$ cat config.mk
export PLATFORM = sky130hd
export DESIGN_NAME = pkht_fifo
export DESIGN_NICKNAME = d
export VERILOG_FILES = /design/src/pkht_fifo.sv
export SDC_FILE = /design/constraint.sdc
export NUM_CORES = 1
export LEC_CHECK = 0
export CAP_MARGIN = 10
export CORE_MARGIN = 2
export CORE_UTILIZATION = 30
export CTS_CLUSTER_DIAMETER = 200
export DETAILED_ROUTE_END_ITERATION = 12
export DONT_BUFFER_PORTS = 1
export PLACE_DENSITY_LB_ADDON = 0.12
export SLEW_MARGIN = 15
export SYNTH_ARGS = -nofsm -noshare
export SYNTH_HDL_FRONTEND = slang
export SYNTH_SLANG_ARGS = --single-unit
export TNS_END_PERCENT = 50
$ cat constraint.sdc
create_clock -name i_clk -period 1.85 [get_ports i_clk]
set_input_delay 0.37 -clock i_clk [delete_from_list [all_inputs] [get_ports i_clk]]
set_output_delay 0.37 -clock i_clk [all_outputs]
set_load 0.01 [all_outputs]
$ cat src/pkht_fifo.sv
module pkht_fifo #(
    parameter int WIDTH = 8
) (
    input  logic             i_clk,
    input  logic             i_rst_n,
    input  logic             i_push,
    input  logic [WIDTH-1:0] i_data,
    output logic             o_full,
    input  logic             i_pop,
    output logic             o_empty,
    output logic [WIDTH-1:0] o_data
);

    // two entries
    logic [WIDTH-1:0] r_mem [2];
    logic             r_wr_ptr;
    logic             r_rd_ptr;
    logic [1:0]       r_count;
    logic             w_push;
    logic             w_pop;

    assign o_full  = (r_count == 2'd2);
    assign o_empty = (r_count == 2'd0);
    assign o_data  = r_mem[r_rd_ptr];
    assign w_push  = i_push && !o_full;
    assign w_pop   = i_pop && !o_empty;

    always_ff @(posedge i_clk) begin
        if (!i_rst_n) begin
            r_wr_ptr <= 1'b0;
            r_rd_ptr <= 1'b0;
            r_count  <= 2'd0;
        end else begin
            if (w_push) begin
                r_wr_ptr <= !r_wr_ptr;
            end
            if (w_pop) begin
                r_rd_ptr <= !r_rd_ptr;
            end
            case ({w_push, w_pop})
                2'b10:   r_count <= r_count + 2'd1;
                2'b01:   r_count <= r_count - 2'd1;
                default: r_count <= r_count;
            endcase
        end
    end

    always_ff @(posedge i_clk) begin
        if (w_push) begin
            r_mem[r_wr_ptr] <= i_data;
        end
    end

endmodule

* Yosys cells after proc, flatten, opt, wreduce, memory -nomap -nowiden *
Memories as Yosys holds them, arrays and structs flattened. A register that Yosys moved wholly into a read port is not among the register bits.
Index checks and enable logic that the tools add are counted.

cells by class
  multiplexer cells = 5
  reduce and logical (&&, ||, !) cells = 8
  $add $sub $neg = 2
  eq/ne operators = 3

operators by type and width
  kind                 count
  $eq 2x2->1 const B   2
  $logic_not 1->1      4
  $mux 1               4
  $pmux 2 s2           1
  $add 2x1->2 const B  1
  $eq 2x1->1 const B   1
  $logic_and 1x1->1    2
  $logic_not 2->1      1
  $reduce_bool 2->1    1
  $sub 2x1->2 const B  1

storage, ports and cells
  bits in registers = 4
  RAM bits = 16
  input bits = 12
  logic and storage cells = 22
  memories = 1

memories
  name   depth  width  rd ports  clocked after memory_dff  wr ports  line  source
  r_mem  2      8      1         1                         1         15    logic [WIDTH-1:0] r_mem [2];

* Logic depth before layout (Yosys ltp) *
Gate-level depths: netlist (run 1).

  depth in word-level cells = 5
  gate-level depth with buffers = 6
  mapped depth without buffers = 6

* Worst setup path before layout (run 1) *
No wires, ideal clock.

  kind = reg-to-reg
  from = register r_count[0]
  to = register r_count[1]
  library setup time = 70 ps
  slack = 398 ps
  path buffers = 0
  cell stages (with the launch flop) = 6
  data required time = 1780 ps
  data arrival time = 1382 ps
  clock period less this slack = 1452 ps
  cells stage by stage = dfxtp_1 nand2b_2 nand2_1 ha_1 or3_1 a21oi_1

between the ends
  word-level cells in the longest chain between the ends = 5
  elaborated cells between the ends (all ways) = 12
  classes of those cells = 2 x add/sub; 3 x eq/ne; 1 x mux; 6 x reduce/logical

ends and longest elaborated chain
  what                                                    line    source
  from (decl)                                             18      logic [1:0] r_count;
  from (signal assigned)                                  41      2'b10: r_count <= r_count + 2'd1;
  from (signal assigned)                                  42      2'b01: r_count <= r_count - 2'd1;
  from (signal assigned)                                  43      default: r_count <= r_count;
  $eq 2x2->1 / $logic_not 2->1 (equally long branches)    22, 23
  $logic_not 1->1 (on tied branches)                      25, 26
  $logic_and 1x1->1 (on tied branches)                    25, 26
  $eq 2x1->1 / $eq 2x2->1 (equally long branches)         40      case ({w_push, w_pop})
  $pmux 2 s2 / $reduce_bool 2->1 (equally long branches)  --

Several ways; a longest one is shown, not always the timed one.
A chain may end at the register's enable or synchronous reset.

==> results of run 1 <==
==> where the power goes <==
part	leakage (nW)	total, W	internal (W)	switching, W
Clock	0.0177	0.000212	0.0000804	0.000132
Sequential	0.191	0.000676	0.000607	0.0000694
Combinational	0.0989	0.000320	0.000148	0.000173
Total	0.308	0.00121	0.000835	0.000374
==> final timing paths <==
| check | endpoint | slack (ns) | cells after the start |
|---|---|---|---|
| worst max-delay path | o_data[1] | 0.22 | 1 |
| worst min-delay path | r_mem[0][4] | 0.16 | 0 |
| worst max register to register | r_mem[0][5] | 0.29 | 4 |
| worst min register to register | r_wr_ptr | 0.51 | 2 |
==> state kept, by name (all words and copies together), names as in the netlist, named ones only <==
signal and cells:
r_mem 16, r_count 2, r_rd_ptr 1, r_wr_ptr 1
==> kinds of logic after synthesis <==
family	Yosys count	share of synthesized area (%)
xor+xnor	3	3.28
fa+ha+maj	1	1.56
buf+inv	5	2.34
simple gates	9	5.77
compound gates	5	3.43
flops	21	72.4
mux	8	11.2
==> routing by layer <==
layer	vias to the layer above	track usage, %
met5	-	0
met4	0	2.09
met3	2	5.58
met2	11	14.3
met1	185	10.2
li1	191	-
==> layout make-up <==
type	instances	area (µm²)	share of cell area [%]
Inverter	4	15.0	1.74
Clock buffer	3	22.5	2.61
Clock inverter	1	5.00	0.580
Multi-Input combinational cell	26	203	23.5
Sequential cell	21	581	67.2
Tap cell	30	37.5	4.35
==> worst register-to-register path, cell delays in order (launching register included) <==
cell and delay (ns):
dfxtp_1 0.42, nand2b_2 0.18, inv_2 0.06, or3_1 0.33
inv_1 0.26
==> cell usage in the layout, fill, tap and decap left out, types with 2 or more instances in the layout <==
cell	count
nor2_1	4
a21oi_1	2
dfxtp_1	5
or3_1	2
xnor2_1	2
edfxtp_1	16
mux2_2	8
o21ai_0	2
clkbuf_4	3
inv_1	3
==> per-stage QoR <==
step	util [%]	hold slack, ns	area, µm²	total power, W
2_1_floorplan	-	0.458	802	0.000957
3_3_place_gp	33.4	0.469	836	0.00101
3_5_place_dp	33.4	0.469	836	0.00101
4_1_cts	34.5	0.148	863	0.00123
5_1_grt	34.5	0.120	863	0.00130
6_report	34.5	0.162	863	0.00121
==> reports/results.ini, run 1 <==
[pwr]
p_leak_nw = 0.308
peakVddDrop_v = 0.000646
p_per_area_mw_per_mm2 = 1400

[hold_path]
worstHoldStart = i_data[4]
hp-class = in -> reg

[logic_synthesis]
async_reset_ff_share_pct = 0
synth_top_area_share_pct = 59.9
yosysUniqueCellTypes = 17
netlist_area_um2 = 802
synth_most_common_cell = edfxtp_1
synth_common_cells = edfxtp_1, mux2_2, dfxtp_1, nor2_1, inv_1
synth_seq_cells = 21
yosys_most_used_dff = edfxtp_1
synth_edf_count = 16
yosys-top-cells-area = edfxtp_1, dfxtp_1, mux2_2
avgSynthCellArea_um2 = 15.4
synth_cells = 52
synth_area_leader_cell = edfxtp_1
ys_seq_area_share_pct = 72.4
ys.warnings.count = 0
synth_nets = 65

[final_layout]
fillers = 253
nets = 69
synthToLayoutAreaGrowth_pct = 7.64
fin_cells = 85
diodes = 0
layout-drive-gt1-share_pct = 25.5

[detailed_routing]
drtAntennaViolNets = 0
drtIter0Drc = 4
wl_per_cell_um = 14.5
route.detailed.drc = 0
wl_met2_um = 583
met1_length_um = 561
dr_total_vias = 389
drt-pass1-iter-count = 4
wl_met3_um = 69
top_layer = met4
drt-total-wl_um = 1230
route.detailed.vias_per_inst = 4.58

[global_route]
grtUsageTotal_pct = 8.97
grt_max_degree = 13
grt_pass1_vias = 444
overflow = 0
antenna_found_initial = 0
grt_pass1_wl_um = 2100

[critical_path]
cp_max_fo = 8
crit_chain = mux2_2
crit_arrival_ns = 1.26
r2r_start = r_count[0]
worst_path_largest_cell_delay_ns = 0.55
critPathTopFamily = flip-flops
crit_buf_inv = 0
critPathKind = reg -> out
crit_path_end_kind = output pin
crit_path_top_delay_cell = dfxtp_1
required_ns = 1.48
cp-start-kind = flip-flop

[cts]
cts-root-buf = clkbuf_4
clkSlewWorstSetupHoldPaths_ns = 0.11
post-cts-setup-buffers = 0
numCtsBuffers = 3
post_cts_resized = 0
cts_sinks = 21
cts_buffer_depth = 2
htreeDepth = 1
tritoncts = yes
clk-insertion-delay-late_ns = 0.29
hold_buffers = 0

[placed_design]
hpwl_um = 860
io_buffers = 0
dp_cells = 81
routabilityCongestion = 0.665
dp_slack_ns = 0.283

[run]
drv_cap = 0

[run_status]
status = completed

[timing]
min_period_ns = 1.63
setup_viol = 0
slew_viol_final = 0
fin_tns_setup_ns = 0
timing.slew.headroom_pct = 72.4
grt_setup_unrepaired = no
finalWorstSetupSlack_ns = 0.218
hold_violations = 0
fmax_ghz = 0.613
tightest_slew_ns = 0.414
skew_ns = 0.00183
finalCritPeriodShare_pct = 88.2

[die]
io_pins = 22
rows = 18
start_util_pct = 32.1
die_h_um = 55.7
core-area_mm2 = 0.00250
die_x_um = 55.7
die_area_mm2 = 0.00310

Power figures use the tool's default switching activity.
==> inputs of run 2 (changes only) <==
CTS_BUF_LIST = sky130_fd_sc_hd__clkbuf_8 sky130_fd_sc_hd__clkbuf_16   (was not set)
==> run 2 against run 1 <==
- cell count unchanged
- critical path type unchanged
- die area unchanged
- register-to-register slack about the same
- highest routed layer unchanged
==> reports/results.ini, run 2 (synthesis gave the netlist of run 1 again) <==
[pwr]
p_per_area_mw_per_mm2 = 1460
power_w = 0.00129
p_leak_nw = 0.315
peakVddDrop_v = 0.000786

[cts]
cts-root-buf = clkbuf_8
post-cts-setup-buffers = 0
cts_sinks = 21
clkSlewWorstSetupHoldPaths_ns = 0.07
numCtsBuffers = 3
cts_buffer_depth = 2
clk-insertion-delay-late_ns = 0.25
htreeDepth = 1
post_cts_resized = 0
hold_buffers = 0
tritoncts = yes

[global_route]
grtUsageTotal_pct = 8.97
grt_pass1_vias = 451
overflow = 0
antenna_found_initial = 0
grt_max_degree = 13
grt_pass1_wl_um = 2110

[detailed_routing]
wl_per_cell_um = 14.5
dr_total_vias = 395
drt-pass1-iter-count = 4
drtAntennaViolNets = 0
route.detailed.drc = 0
drt-total-wl_um = 1230
drtIter0Drc = 5
route.detailed.vias_per_inst = 4.65

[critical_path]
crit_path_top_delay_cell = dfxtp_1
r2r_start = r_count[0]
crit_path_end_kind = output pin
reg2regPathDepth = 4
cp_max_fo = 8
critPathTopFamily = flip-flops
required_ns = 1.48
cp-start-kind = flip-flop
crit_buf_inv = 0
critPathCapture = o_data[1]
critPathKind = reg -> out
regToRegSetupSlack_ns = 0.29
rr_endpoint = r_mem[0][1]
crit_chain = mux2_2
path_depth = 1
crit_arrival_ns = 1.21
worst_path_largest_cell_delay_ns = 0.54

[timing]
finalCritPeriodShare_pct = 85.4
tightest_slew_ns = 0.417
min_period_ns = 1.58
setup_viol = 0
skew_ns = 0.00147
slew_viol_final = 0
grt_setup_unrepaired = no
hold_violations = 0
fmax_ghz = 0.633
fin_tns_setup_ns = 0
timing.slew.headroom_pct = 72.2

[final_layout]
mostFrequentLayoutCell = edfxtp_1
mostFrequentLayoutCells = edfxtp_1, mux2_2, dfxtp_1
diodes = 0
synthToLayoutAreaGrowth_pct = 9.98
layout-drive-gt1-share_pct = 25.5
largest_reg_flops = 16
nets = 69
top_regs = r_mem x16, r_count x2
largest_register = r_mem

[run]
drv_cap = 0

[die]
io_pins = 22
core-area_mm2 = 0.00250
start_util_pct = 32.1
die_x_um = 55.7
die_h_um = 55.7
die_area_mm2 = 0.00310
rows = 18

[hold_path]
hp-class = in -> reg

[run_status]
status = completed

[placed_design]
routabilityCongestion = 0.665
io_buffers = 0
hpwl_um = 860

## run 2: cell type report
type,count,area (µm²)
Multi-Input combinational cell,26,203
Clock buffer,3,41.3
Inverter,4,15.0
Clock inverter,1,5.00
Tap cell,30,37.5
Fill cell,251,1620
Sequential cell,21,581
## run 2: stage by stage
stage	util, %	cells	instance area [µm²]	setup slack [ns]	hold slack [ns]
6_report	35.3	85	882	0.269	0.208
5_1_grt	35.3	85	882	0.190	0.185
4_1_cts	35.3	85	882	0.225	0.200
3_5_place_dp	33.4	81	836	0.283	0.469
3_3_place_gp	33.4	81	836	0.326	0.469
2_1_floorplan	-	52	802	0.398	0.458
## run 2: report_power, final
group | switching, W | total [W] | internal [W]
Sequential | 0.0000694 | 0.000677 | 0.000607
Combinational | 0.000173 | 0.000320 | 0.000148
Clock | 0.000139 | 0.000288 | 0.000150
Total | 0.000381 | 0.00129 | 0.000905
## run 2: worst min-delay path by stage
stage / start / endpoint / slack [ns] / cells past startpoint
3_3_place_gp: i_data[1] / r_mem[1][1] / 0.47 / 0
3_5_place_dp: i_data[7] / r_mem[1][7] / 0.47 / 0
4_1_cts: i_data[4] / r_mem[0][4] / 0.20 / 0
2_1_floorplan: r_wr_ptr / r_wr_ptr / 0.46 / 2
6_report: i_data[4] / r_mem[0][4] / 0.21 / 0
5_1_grt: i_data[2] / r_mem[1][2] / 0.18 / 0
## run 2: layer usage
metal  up-vias  part of all wire, %  track usage [%]
met5         -                    0                0
met2        11                   48             14.3
met1       192                   45             10.2
met3         2                  5.5             4.88
met4         0                  1.1             3.14
li1        190                    -                -
