`src/pkht_pkg.sv`:
```
package pkht_pkg;

    localparam int KEY_W      = 64;
    localparam int SIZE_W     = 8;
    localparam int HASH_W     = 32;
    localparam int SLOT_W     = 8;
    localparam int OFFSET_W   = 16;
    localparam int STATUS_W   = 3;
    localparam int COUNT_W    = 9;
    localparam int HEAP_TOP_W = 17;
    localparam int ROUND_W    = 9;
    localparam int SIZE_CODES = 256;

    typedef enum logic [STATUS_W-1:0] {
        ST_FOUND    = 3'd0,
        ST_INSERTED = 3'd1,
        ST_MISS     = 3'd2,
        ST_LOAD     = 3'd3,
        ST_DATA     = 3'd4
    } t_status;

    typedef enum logic {
        KIND_LOOKUP = 1'b0,
        KIND_INSERT = 1'b1
    } t_kind;

    typedef enum logic [1:0] {
        FR_IDLE,
        FR_HASH,
        FR_HOLD
    } t_front_state;

    typedef enum logic [2:0] {
        BK_CLEAR,
        BK_IDLE,
        BK_READ,
        BK_CHECK,
        BK_RESOLVE
    } t_back_state;

    // hashed request handed from front to back
    typedef struct packed {
        t_kind             kind;
        logic [KEY_W-1:0]  key;
        logic [SIZE_W-1:0] value_size;
        logic [HASH_W-1:0] hash;
    } t_req;

    // one finished result
    typedef struct packed {
        t_status             status;
        logic [SLOT_W-1:0]   slot;
        logic [OFFSET_W-1:0] data_offset;
    } t_res;

    // one table entry
    typedef struct packed {
        logic                valid;
        logic [KEY_W-1:0]    key;
        logic [OFFSET_W-1:0] offset;
    } t_entry;

endpackage

```
`src/pkht_front.sv`:
```
module pkht_front (
    input  logic                         i_clk,
    input  logic                         i_rst_n,
    input  logic                         i_enable,
    input  logic                         i_push,
    output logic                         o_full,
    input  logic                         i_kind,
    input  logic [pkht_pkg::KEY_W-1:0]   i_key,
    input  logic [pkht_pkg::SIZE_W-1:0]  i_value_size,
    output logic                         o_q_push,
    output pkht_pkg::t_req               o_q_data,
    input  logic                         i_q_full
);
    import pkht_pkg::*;

    t_front_state      r_state;
    t_front_state      n_state;
    logic [1:0]        r_byte;
    logic [HASH_W-1:0] r_hash;
    t_kind             r_kind;
    logic [KEY_W-1:0]  r_key;
    logic [SIZE_W-1:0] r_size;
    logic              w_accept;

    // one-at-a-time mixing of one byte
    function automatic logic [HASH_W-1:0] mix_byte(
        input logic [HASH_W-1:0] h,
        input logic [7:0]        b
    );
        logic [HASH_W-1:0] a;
        logic [HASH_W-1:0] s;
        a = h + HASH_W'(b);
        s = a + (a << 10);
        return s ^ (s >> 6);
    endfunction

    assign w_accept = i_push && !o_full;

    always_comb begin
        o_full   = 1'b0;
        o_q_push = 1'b0;
        case (r_state)
            FR_IDLE: o_full = !i_enable;
            FR_HASH: o_full = 1'b1;
            FR_HOLD: begin
                o_q_push = !i_q_full;
                o_full   = !i_enable || i_q_full;
            end
            default: o_full = 1'b1;
        endcase
    end

    always_comb begin
        n_state = r_state;
        case (r_state)
            FR_IDLE: if (w_accept) n_state = FR_HASH;
            FR_HASH: if (r_byte == 2'd3) n_state = FR_HOLD;
            FR_HOLD: begin
                if (!i_q_full) begin
                    n_state = w_accept ? FR_HASH : FR_IDLE;
                end
            end
            default: n_state = FR_IDLE;
        endcase
    end

    always_ff @(posedge i_clk) begin
        if (!i_rst_n) begin
            r_state <= FR_IDLE;
        end else begin
            r_state <= n_state;
        end
    end

    always_ff @(posedge i_clk) begin
        if (w_accept) begin
            r_kind <= t_kind'(i_kind);
            r_key  <= i_key;
            r_size <= i_value_size;
            r_hash <= '0;
            r_byte <= 2'd0;
        end else if (r_state == FR_HASH) begin
            r_hash <= mix_byte(r_hash, r_key[2 + 8*r_byte +: 8]);
            r_byte <= r_byte + 2'd1;
        end
    end

    always_comb begin
        o_q_data            = '0;
        o_q_data.kind       = r_kind;
        o_q_data.key        = r_key;
        o_q_data.value_size = r_size;
        o_q_data.hash       = r_hash;
    end

endmodule

```
`config.mk`:
```
export PLATFORM = sky130hd
export DESIGN_NAME = pkht_front
export DESIGN_NICKNAME = d
export VERILOG_FILES = /design/src/pkht_pkg.sv /design/src/pkht_front.sv
export SDC_FILE = /design/constraint.sdc
export NUM_CORES = 1
export LEC_CHECK = 0
export ABC_AREA = 1
export BUFFER_PORTS_ARGS = -buffer_cell sky130_fd_sc_hd__buf_2
export CAP_MARGIN = 20
export CORE_ASPECT_RATIO = 1.2
export CORE_MARGIN = 3
export CORE_UTILIZATION = 48
export DETAILED_ROUTE_END_ITERATION = 7
export HOLD_SLACK_MARGIN = 0.15
export PLACE_DENSITY = 0.77
export RECOVER_POWER = 100
export SYNTH_ARGS = -nofsm -noshare
export SYNTH_HDL_FRONTEND = slang
export SYNTH_SLANG_ARGS = --single-unit
```
`constraint.sdc`:
```
create_clock -name i_clk -period 4.14 [get_ports i_clk]
set_input_delay 0.828 -clock i_clk [delete_from_list [all_inputs] [get_ports i_clk]]
set_output_delay 0.828 -clock i_clk [all_outputs]
set_load 0.005 [all_outputs]
```
Word level (Yosys, flattened, before mapping)

Cells that the tools add are included.

Register bits: 109
Input bits: 78
Output and inout port bits: 107
Word-level logic and storage cells: 32

Add/subtract/negate cells: 4
Equal/unequal tests: 6
Shift operators: 1
Multiplexer cells: 7
Bitwise operators: 1
Reductions and logical operators: 7

Operators with widths:

| kind                  | count |
|---|---|
| $shiftx A64 B7 Y8     | 1 |
| $add A32 B32 Y32      | 1 |
| $add A32 B8 Y32       | 1 |
| $xor A32 B26 Y32      | 1 |
| $add A2 B5 Y6 const A | 1 |
| $mux W2               | 3 |
| $ne A2 B2 Y1 const B  | 3 |
| $pmux W2 S3           | 1 |
| $eq A2 B2 Y1 const B  | 2 |
| $logic_not A1 Y1      | 3 |
| $reduce_and A3 Y1     | 1 |
| $add A2 B1 Y2 const B | 1 |
| $eq A2 B1 Y1 const B  | 1 |
| $logic_not A2 Y1      | 1 |
| $mux W1               | 2 |
| $pmux W1 S2           | 1 |
| $logic_and A1 B1 Y1   | 1 |
| $logic_or A1 B1 Y1    | 1 |

Logic depth before layout (Yosys ltp)

Gate-level depths: netlist (run 1).

Word-level depth: 8
Gate-level depth with buffers: 34
Gate-level depth less buffers: 32

Least setup slack after synthesis (run 1)

OpenSTA, ideal clock, no wires.

Path type: reg-to-reg
Start: register r_byte[0]
End: register r_hash[23]
Setup time: 0.109 ns
Data arrival time: 4.206 ns
Data required time: 4.031 ns
Path slack: -0.174 ns
Cell stages (with the launch flop): 31
Buffers on the path: 2
Clock period less this slack: 4.314 ns
Cells stage by stage: dfxtp_1 -> clkbuf_1 -> inv_1 -> clkbuf_1 -> nor2_1 -> o22ai_1 -> ha_1 -> fa_1 -> nand3_1 -> nand2_1 -> nand2_1 -> nand2_1 -> a21oi_2 -> o21ai_2 -> nand4_2 -> nor2_2 -> nand4_2 -> nor2_2 -> nand3_1 -> xor2_1 -> inv_1 -> ha_1 -> a21o_1 -> a31oi_1 -> nor2_1 -> nor3_2 -> nand3_1 -> nand3_1 -> nand3_1 -> nand2_1 -> inv_1

Longest elaborated chain between the ends: 5

Ends and longest elaborated chain:

| item                   | RTL line         | text |
|---|---|---|
| start, declared        | pkht_front.sv:18 | `logic [1:0] r_byte;` |
| start signal, assigned | pkht_front.sv:84 | `r_byte <= r_byte + 2'd1;` |
| $add A2 B5 Y6          | pkht_front.sv:83 | `r_hash <= mix_byte(r_hash, r_key[2 + 8*r_byte +: 8]);` |
| $shiftx A64 B7 Y8      | pkht_front.sv:83 |  |
| $add A32 B8 Y32        | pkht_front.sv:32 | `a = h + HASH_W'(b);` |
| $add A32 B32 Y32       | pkht_front.sv:33 | `s = a + (a << 10);` |
| $xor A32 B26 Y32       | pkht_front.sv:34 | `return s ^ (s >> 6);` |
| end signal, assigned   | pkht_front.sv:83 |  |
| end, declared          | pkht_front.sv:19 | `logic [HASH_W-1:0] r_hash;` |

No other way between the ends.
A chain may end at the register's enable or synchronous reset.

Worst setup path in the final report (run 1)

Start: register r_key[18]
End: register r_hash[20]

Longest elaborated chain between the ends: 4

Ends and longest elaborated chain:

| item                   | RTL line         | text |
|---|---|---|
| start, declared        | pkht_front.sv:21 | `logic [KEY_W-1:0] r_key;` |
| start signal, assigned | pkht_front.sv:78 | `r_key <= i_key;` |
| $shiftx A64 B7 Y8      | pkht_front.sv:83 |  |
| $add A32 B8 Y32        | pkht_front.sv:32 |  |
| $add A32 B32 Y32       | pkht_front.sv:33 |  |
| $xor A32 B26 Y32       | pkht_front.sv:34 |  |

No other way between the ends.

==> metrics.md, run 1 <==
| Metric | Value |
|---|---|
| Setup WS pre-CTS | -0.1704 ns |
| Ports | 185 |
| Drt total wl | 21000 um |
| CP Class | reg -> reg |
| Die width | 112.9 um |
| Post-synth EDFFs | 73 |
| Min cycle time layout | 4.191 ns |
| Synth cell count leaders | nand2_1 (156), inv_1 (103), edfxtp_1 (73) |
| Routed Antenna Nets | 0 |
| Antenna fix cells | 0 |
| Static Leakage | 4.541 nW |
| Post-synthesis mux area share | 0% |
| Critical Path Fanout Max | 3 |
| Number of fill cells | 960 |
| CTS tree | done |
| DR WL/cell | 17.30 um |
| Fin nets | 1150 |
| R2r startpoint | r_key[18] |
| Post-Place Cell Area | 8202 um^2 |
| Final WS setup | -0.05149 ns |
| Max cap viols | 0 |
| Post-synthesis compound-gate area fraction | 9.755% |
| Drc violations | 0 |
| GRT overflow | 0 |
| Drt first pass iters | 6 |
| Final Cell Area | 9283 um^2 |
| Placer congestion estimate | 0.9814 |
| Post-synth top area cell | edfxtp_1 |
| Buffers on Ports | 184 |
| Slew margin rel. | 56.63% |
| Final Setup Violations | 8 |
| Row cnt | 46 |
| CP peak stage delay | 0.45 ns |
| Hold WC Path Type | reg -> reg |
| Vias in the first global route | 6203 |
| Synth area leaders | edfxtp_1 (33%), dfxtp_1 (11%), nand2_1 (8.9%) |
| Final core occ | 69.82% |
| Initial detailed-routing violation count | 344 |
| Sequential share of the synthesized area | 44.27% |
| Deepest clock path buffer count | 2 |
| Largest family of logic cells by synthesized area | simple AND/OR/NAND/NOR gates |
| Via/cell ratio | 5.396 |
| Most common cell in the netlist | nand2_1 |
| Netlist cell types | 45 |
| Sink Count | 109 |
| Aggregate global-route resource usage | 25.44% |
| Post-Synth XOR/XNOR Area | 6.579% |
| Final hold vios | 0 |
| CP max stage cell | edfxtp_1 |
| Initial antenna violation count | 0 |
| Post-Synth Adder-Cell Area | 6.123% |
| Mapped Nets | 876 |
| Layout area overhead | 41.07% |
| Starting density of the core | 49.49% |
| Clock Latency Late Sink | 0.36 ns |
| Min Hold Slack | 0.5921 ns |
| WP data arrival | 4.45 ns |
| First-pass GRT wire length | 30460 um |
| Clock root cell | clkbuf_16 |
| Ys Warns | 0 |
| Synthesized instance count | 767 |
| VDD IR max | 524.0 uV |
| Largest net degree at the start of global routing | 54 |
| Multi-input combinational cell area | 3754 um^2 |
| Die area | 15150 um^2 |
| RSZ-0062 raised after global routing | true |
| Main flop type after synthesis | edfxtp_1 |
| Synth Area in Simple Gates | 25.58% |
| Sequential Area | 2920 um^2 |
| Clock H-tree levels | 3 |
| Worst Max-Slew Pin Slew | 0.6459 ns |
| Post-Syn Area | 6580 um^2 |
| Critical Path Start | r_key[18] |
| Async set-reset flop share out of synthesis | 0% |
| Via count | 6551 |
| Outcome | finished with violations |
| Share of cells above drive strength 1 | 43.88% |
| Total CTS buffers | 9 |
| Power per cell area | 961.8 nW/um^2 |
| FF-to-FF setup slack | -0.05 ns |
| CP most frequent cell | nand3_2 |
| Die H | 134.3 um |
| CP Launch Type | register |
| Min-delay src | r_hash[4] |
| End point of the critical path | r_hash[20] |
| Avg Inst Size Synth | 8.579 um^2 |
| Core area | 13300 um^2 |
| Required time of the critical path | 4.40 ns |
| Dpl hpwl | 15380 um |
| Worst R2R End | r_hash[20] |
| Reg2Reg Depth | 31 |
| Clock Skews | 0.01097 ns |
| Flops & latches, synth | 109 |
| Worst-path clk slew | 0.08 ns |
| Final period utilization | 101.2% |
| Fmax | 238.6 MHz |
| Crit end category | register |
| Share of the synthesized area in the top cell type | 33.31% |
| Failing checks | negative setup slack |
| Setup TNS | -0.2280 ns |
| Slew Viols, Final | 0 |
==> per-stage QoR <==
stage          instances  power, mW
3_3_place_gp        1175      6.805
2_1_floorplan        767      4.749
3_5_place_dp        1175      6.879
4_1_cts             1192      7.836
6_report            1214      8.928
5_1_grt             1214      9.595
==> per-layer routing <==
| metal | global-route usage (%) | routed length (um) |
|---|---|---|
| met5 | 0 | 0 |
| met4 | 10.69 | 868 |
| met3 | 6.814 | 1667 |
| met2 | 46.41 | 11030 |
| met1 | 27.56 | 7437 |
==> area by class of cell <==
class                           instances  area share, %
Clock buffer                            9          2.426
Tap cell                              168          2.264
Clock inverter                          7         0.8357
Timing Repair inverter                  1        0.06739
Timing Repair Buffer                  277          17.71
Multi-Input combinational cell        527          40.44
Inverter                              116          4.798
Sequential cell                       109          31.46
==> critical path: cells and delay by family, from the launching register on <==
kind                     cells  cell delay [ns]
AND/OR/NAND/NOR             19             1.52
AO/OA/AOI/OAI                5             0.68
flip-flops                   1             0.45
buffers and inverters        2             0.19
XOR/XNOR                     1             0.09
adder cells (fa/ha/maj)      4             1.17
==> sequential cells by signal (all words and copies together) (netlist names) <==
name / cells
r_size: 8
r_key: 64
r_state: 2
r_kind: 1
r_hash: 32
r_byte: 2
==> placed cells by master (no fill, tap or decap), types with 30 or more instances in the layout <==
cell type,n
edfxtp_1,73
nand3_1,48
nand2_1,133
inv_1,98
nor2_1,46
nand2_2,31
o21ai_0,30
buf_2,182
buf_4,88
dfxtp_1,34
==> repair_timing <==
item / 4_1_cts / 5_1_grt
setup buffers: 1 / 22
resized for setup: 9 / 130
pin swaps: 0 / 66
gates cloned: 0 / 1
endpoints found under the setup margin: 17 / 23
hold buffers: 0 / 0
==> logic make-up (layout without fill, tap and decap cells) <==
group	Yosys count	in the layout
DFF	109	109
AOI/OAI and AO/OA	105	105
buffers and inverters	131	410
and+or+nand+nor	345	345
adders and majority gates	31	31
xor gates and xnor gates	46	46
==> where the power goes <==
group          leakage, nW  internal [mW]  switching, mW  total, mW
logic                 3.41           2.86           3.54       6.40
clock network        0.149          0.431          0.451      0.882
registers            0.982           1.35          0.302       1.65
total                 4.54           4.64           4.29       8.93
==> worst min-delay path by stage <==
stage / cells past startpoint / slack (ns) / to
finish: 2 / 0.59 / r_hash[4]
global route: 2 / 0.61 / r_hash[29]
CTS: 2 / 0.57 / r_hash[4]
detailed placement: 2 / 0.54 / r_hash[4]
global placement: 2 / 0.55 / r_hash[4]
floorplan: 2 / 0.52 / r_hash[4]
Note: power is estimated with default switching activity, not from simulation.
==> inputs of run 2 (changes only) <==
--- a/config.mk
+++ b/config.mk
@@ -5,12 +5,12 @@
 export SDC_FILE = /design/constraint.sdc
 export NUM_CORES = 1
 export LEC_CHECK = 0
-export ABC_AREA = 1
+export ABC_AREA = 0
 export BUFFER_PORTS_ARGS = -buffer_cell sky130_fd_sc_hd__buf_2
 export CAP_MARGIN = 20
 export CORE_ASPECT_RATIO = 1.2
 export CORE_MARGIN = 3
-export CORE_UTILIZATION = 48
+export CORE_UTILIZATION = 47
 export DETAILED_ROUTE_END_ITERATION = 7
 export HOLD_SLACK_MARGIN = 0.15
 export PLACE_DENSITY = 0.77
==> run 2 against run 1 <==
  * The run still ends with negative setup slack left
  * Area after synthesis decreased by 11%
  * Worst hold slack got worse by 0.093 ns
  * Via count decreased by 14%
  * Sequential share of layout area decreased by 0.17 points
  * Critical path depth decreased by 6
  * Global-route usage increased by 4.6 points
  * Cell count decreased by 13%
  * Die area decreased by 8.5%
==> metrics.md, run 2 <==
| Metric | Value |
|---|---|
| WP buf/inv | 2 |
| Fin nets | 998 |
| Reg2Reg Depth | 25 |
| Routed Antenna Nets | 0 |
| Clock root cell | clkbuf_16 |
| Setup WS pre-CTS | -0.9369 ns |
| Netlist cell types | 58 |
| Min Hold Slack | 0.4995 ns |
| FF-to-FF setup slack | -1.11 ns |
| Clock Latency Late Sink | 0.36 ns |
| Starting density of the core | 48.24% |
| CTS tree | done |
| Async set-reset flop share out of synthesis | 0% |
| Clock H-tree levels | 3 |
| CP Class | reg -> reg |
| Clock Skews | 0.008197 ns |
| CP peak stage delay | 0.52 ns |
| Final Setup Violations | 25 |
| Ys Warns | 0 |
| Commonest non-fill, non-tap cells in the layout | buf_4 (172), buf_2 (136), edfxtp_1 (73) |
| Via/cell ratio | 5.358 |
| DR WL/cell | 20.06 um |
| Vias in the first global route | 5868 |
| CP most frequent cell | a21oi_2 |
| CP Depth | 25 |
| Via count | 5653 |
| Flops & latches, synth | 109 |
| Avg Inst Size Synth | 11.35 um^2 |
| Main flop type after synthesis | edfxtp_1 |
| Buffers on Ports | 184 |
| Post-synth EDFFs | 73 |
| Sink Count | 109 |
| Slew Viols, Final | 0 |
| RSZ-0062 raised after global routing | true |
| Ports | 185 |
| Antenna fix cells | 0 |
| Met2 wire len | 11170 um |
| WL met1 | 7839 um |
| Critical Path Fanout Max | 4 |
| Row cnt | 44 |
| Synth cell count leaders | edfxtp_1 (73), xnor2_1 (49), nor2_1 (46) |
| CP Launch Type | register |
| Most common cell after layout, fill and taps aside | buf_4 |
| Final hold vios | 0 |
| Min cycle time layout | 5.248 ns |
| Drc violations | 0 |
| Final WS setup | -1.108 ns |
| Die area | 13870 um^2 |
| Aggregate global-route resource usage | 30.09% |
| First-pass GRT wire length | 31230 um |
| Outcome | finished with violations |
| Dpl hpwl | 15350 um |
| Largest reg by FF count | r_key |
| Drt first pass iters | 5 |
| Synthesized instance count | 517 |
| Worst path top cell family by delay | compound AO/OA/AOI/OAI gates |
| Hold WC Path Type | reg -> reg |
| Final Cell Area | 9320 um^2 |
| Total CTS buffers | 9 |
| Initial antenna violation count | 0 |
| Hold Path Stages | 2 |
| Die H | 128.4 um |
| GRT overflow | 0 |
| Post-Syn Area | 5869 um^2 |
| Worst Max-Slew Pin Slew | 0.9640 ns |
| Mapped Nets | 626 |
| Fmax | 190.5 MHz |
| Post-Place Cell Area | 8229 um^2 |
| CP max stage cell | mux4_2 |
| Placer congestion estimate | 0.8849 |
| Drt total wl | 21160 um |
| Synth area leaders | edfxtp_1 (37%), dfxtp_1 (12%), xnor2_1 (7.3%) |
| Share of the synthesized area in the top cell type | 37.35% |
| Worst-path clk slew | 0.08 ns |
| Final period utilization | 126.8% |
| Most common cell in the netlist | edfxtp_1 |
| Failing checks | negative setup slack |
| Required time of the critical path | 4.43 ns |
| Top flop regs | r_key (64), r_hash (32), r_size (8) |
| Sequential share of the synthesized area | 49.63% |
| Max cap viols | 0 |
| Deepest clock path buffer count | 2 |
| Slew margin rel. | 35.73% |
| Share of cells above drive strength 1 | 49.55% |
| Max layer used | met4 |
| Crit end category | register |
| Die width | 108.0 um |
| Post-synth top area cell | edfxtp_1 |
| WP data arrival | 5.53 ns |
| Max FFs per register | 64 |
| Core area | 12170 um^2 |
| Layout area overhead | 58.79% |
| Largest net degree at the start of global routing | 60 |
| Routed wl met3 | 1364 um |
| Initial detailed-routing violation count | 289 |
run 2: area by class of cell:
class	instances	area [um^2]
multi-input cells	370	3445
flip-flops and latches	109	2917
fillers	816	2846
repair buffers	378	2381
clock buffers	9	225.2
well taps	161	201.4
inverters	21	78.83
clock inverters	7	72.57
run 2: per-stage QoR:
stage                     setup TNS, ns  cells  utilization, %
after floorplan                  -13.67    517               -
after global placement           -14.45   1002           67.64
after detailed placement         -16.51   1002           67.64
after CTS                        -15.34   1043           74.14
after global routing             -24.51   1055           76.60
final                            -20.53   1055           76.60
run 2: path summary, 6_finish.rpt:
kind,startpoint,end
setup / recovery,r_key[26],r_hash[25]
hold / removal,r_hash[6],r_hash[6]
setup reg to reg,r_key[26],r_hash[25]
hold reg to reg,r_hash[6],r_hash[6]
run 2: kinds of logic (layout without fill, tap and decap cells):
| family | Yosys count | count (layout) | share of synthesized area [%] |
|---|---|---|---|
| AND/OR/NAND/NOR | 134 | 134 | 10.94 |
| AO/OA/AOI/OAI | 116 | 116 | 13.81 |
| flip-flops | 109 | 109 | 49.63 |
| XOR/XNOR | 79 | 79 | 12.83 |
| buffers and inverters | 38 | 415 | 2.494 |
| adder cells (fa/ha/maj) | 32 | 32 | 7.035 |
| multiplexers | 9 | 9 | 3.262 |
run 2: metal layers:
layer / vias to the layer above / track usage, %
li1: 2649 / -
met1: 2703 / 35.02
met2: 250 / 53.33
met3: 51 / 5.519
met4: 0 / 14.41
met5: - / 0
run 2: repair_timing:
action | 4_1_cts | 5_1_grt
hold buffers | 0 | 0
pin swaps | 44 | 47
setup endpoints to repair | 25 | 27
buffers inserted | 26 | 17
resized for setup | 49 | 43
endpoints found under the hold margin | 0 | 0
run 2: worst register-to-register path, delay by kind of cell (launching register included):
family,cells,cell delay (ns)
simple gates,3,0.40
xor+xnor,2,0.50
fa+ha+maj,3,0.81
flops,1,0.40
buf+inv,2,0.29
mux,1,0.52
compound gates,14,2.23
Power of run 2 is not shown: default switching activity piles up to over one toggle a cycle in this logic, so the estimate is an artifact.
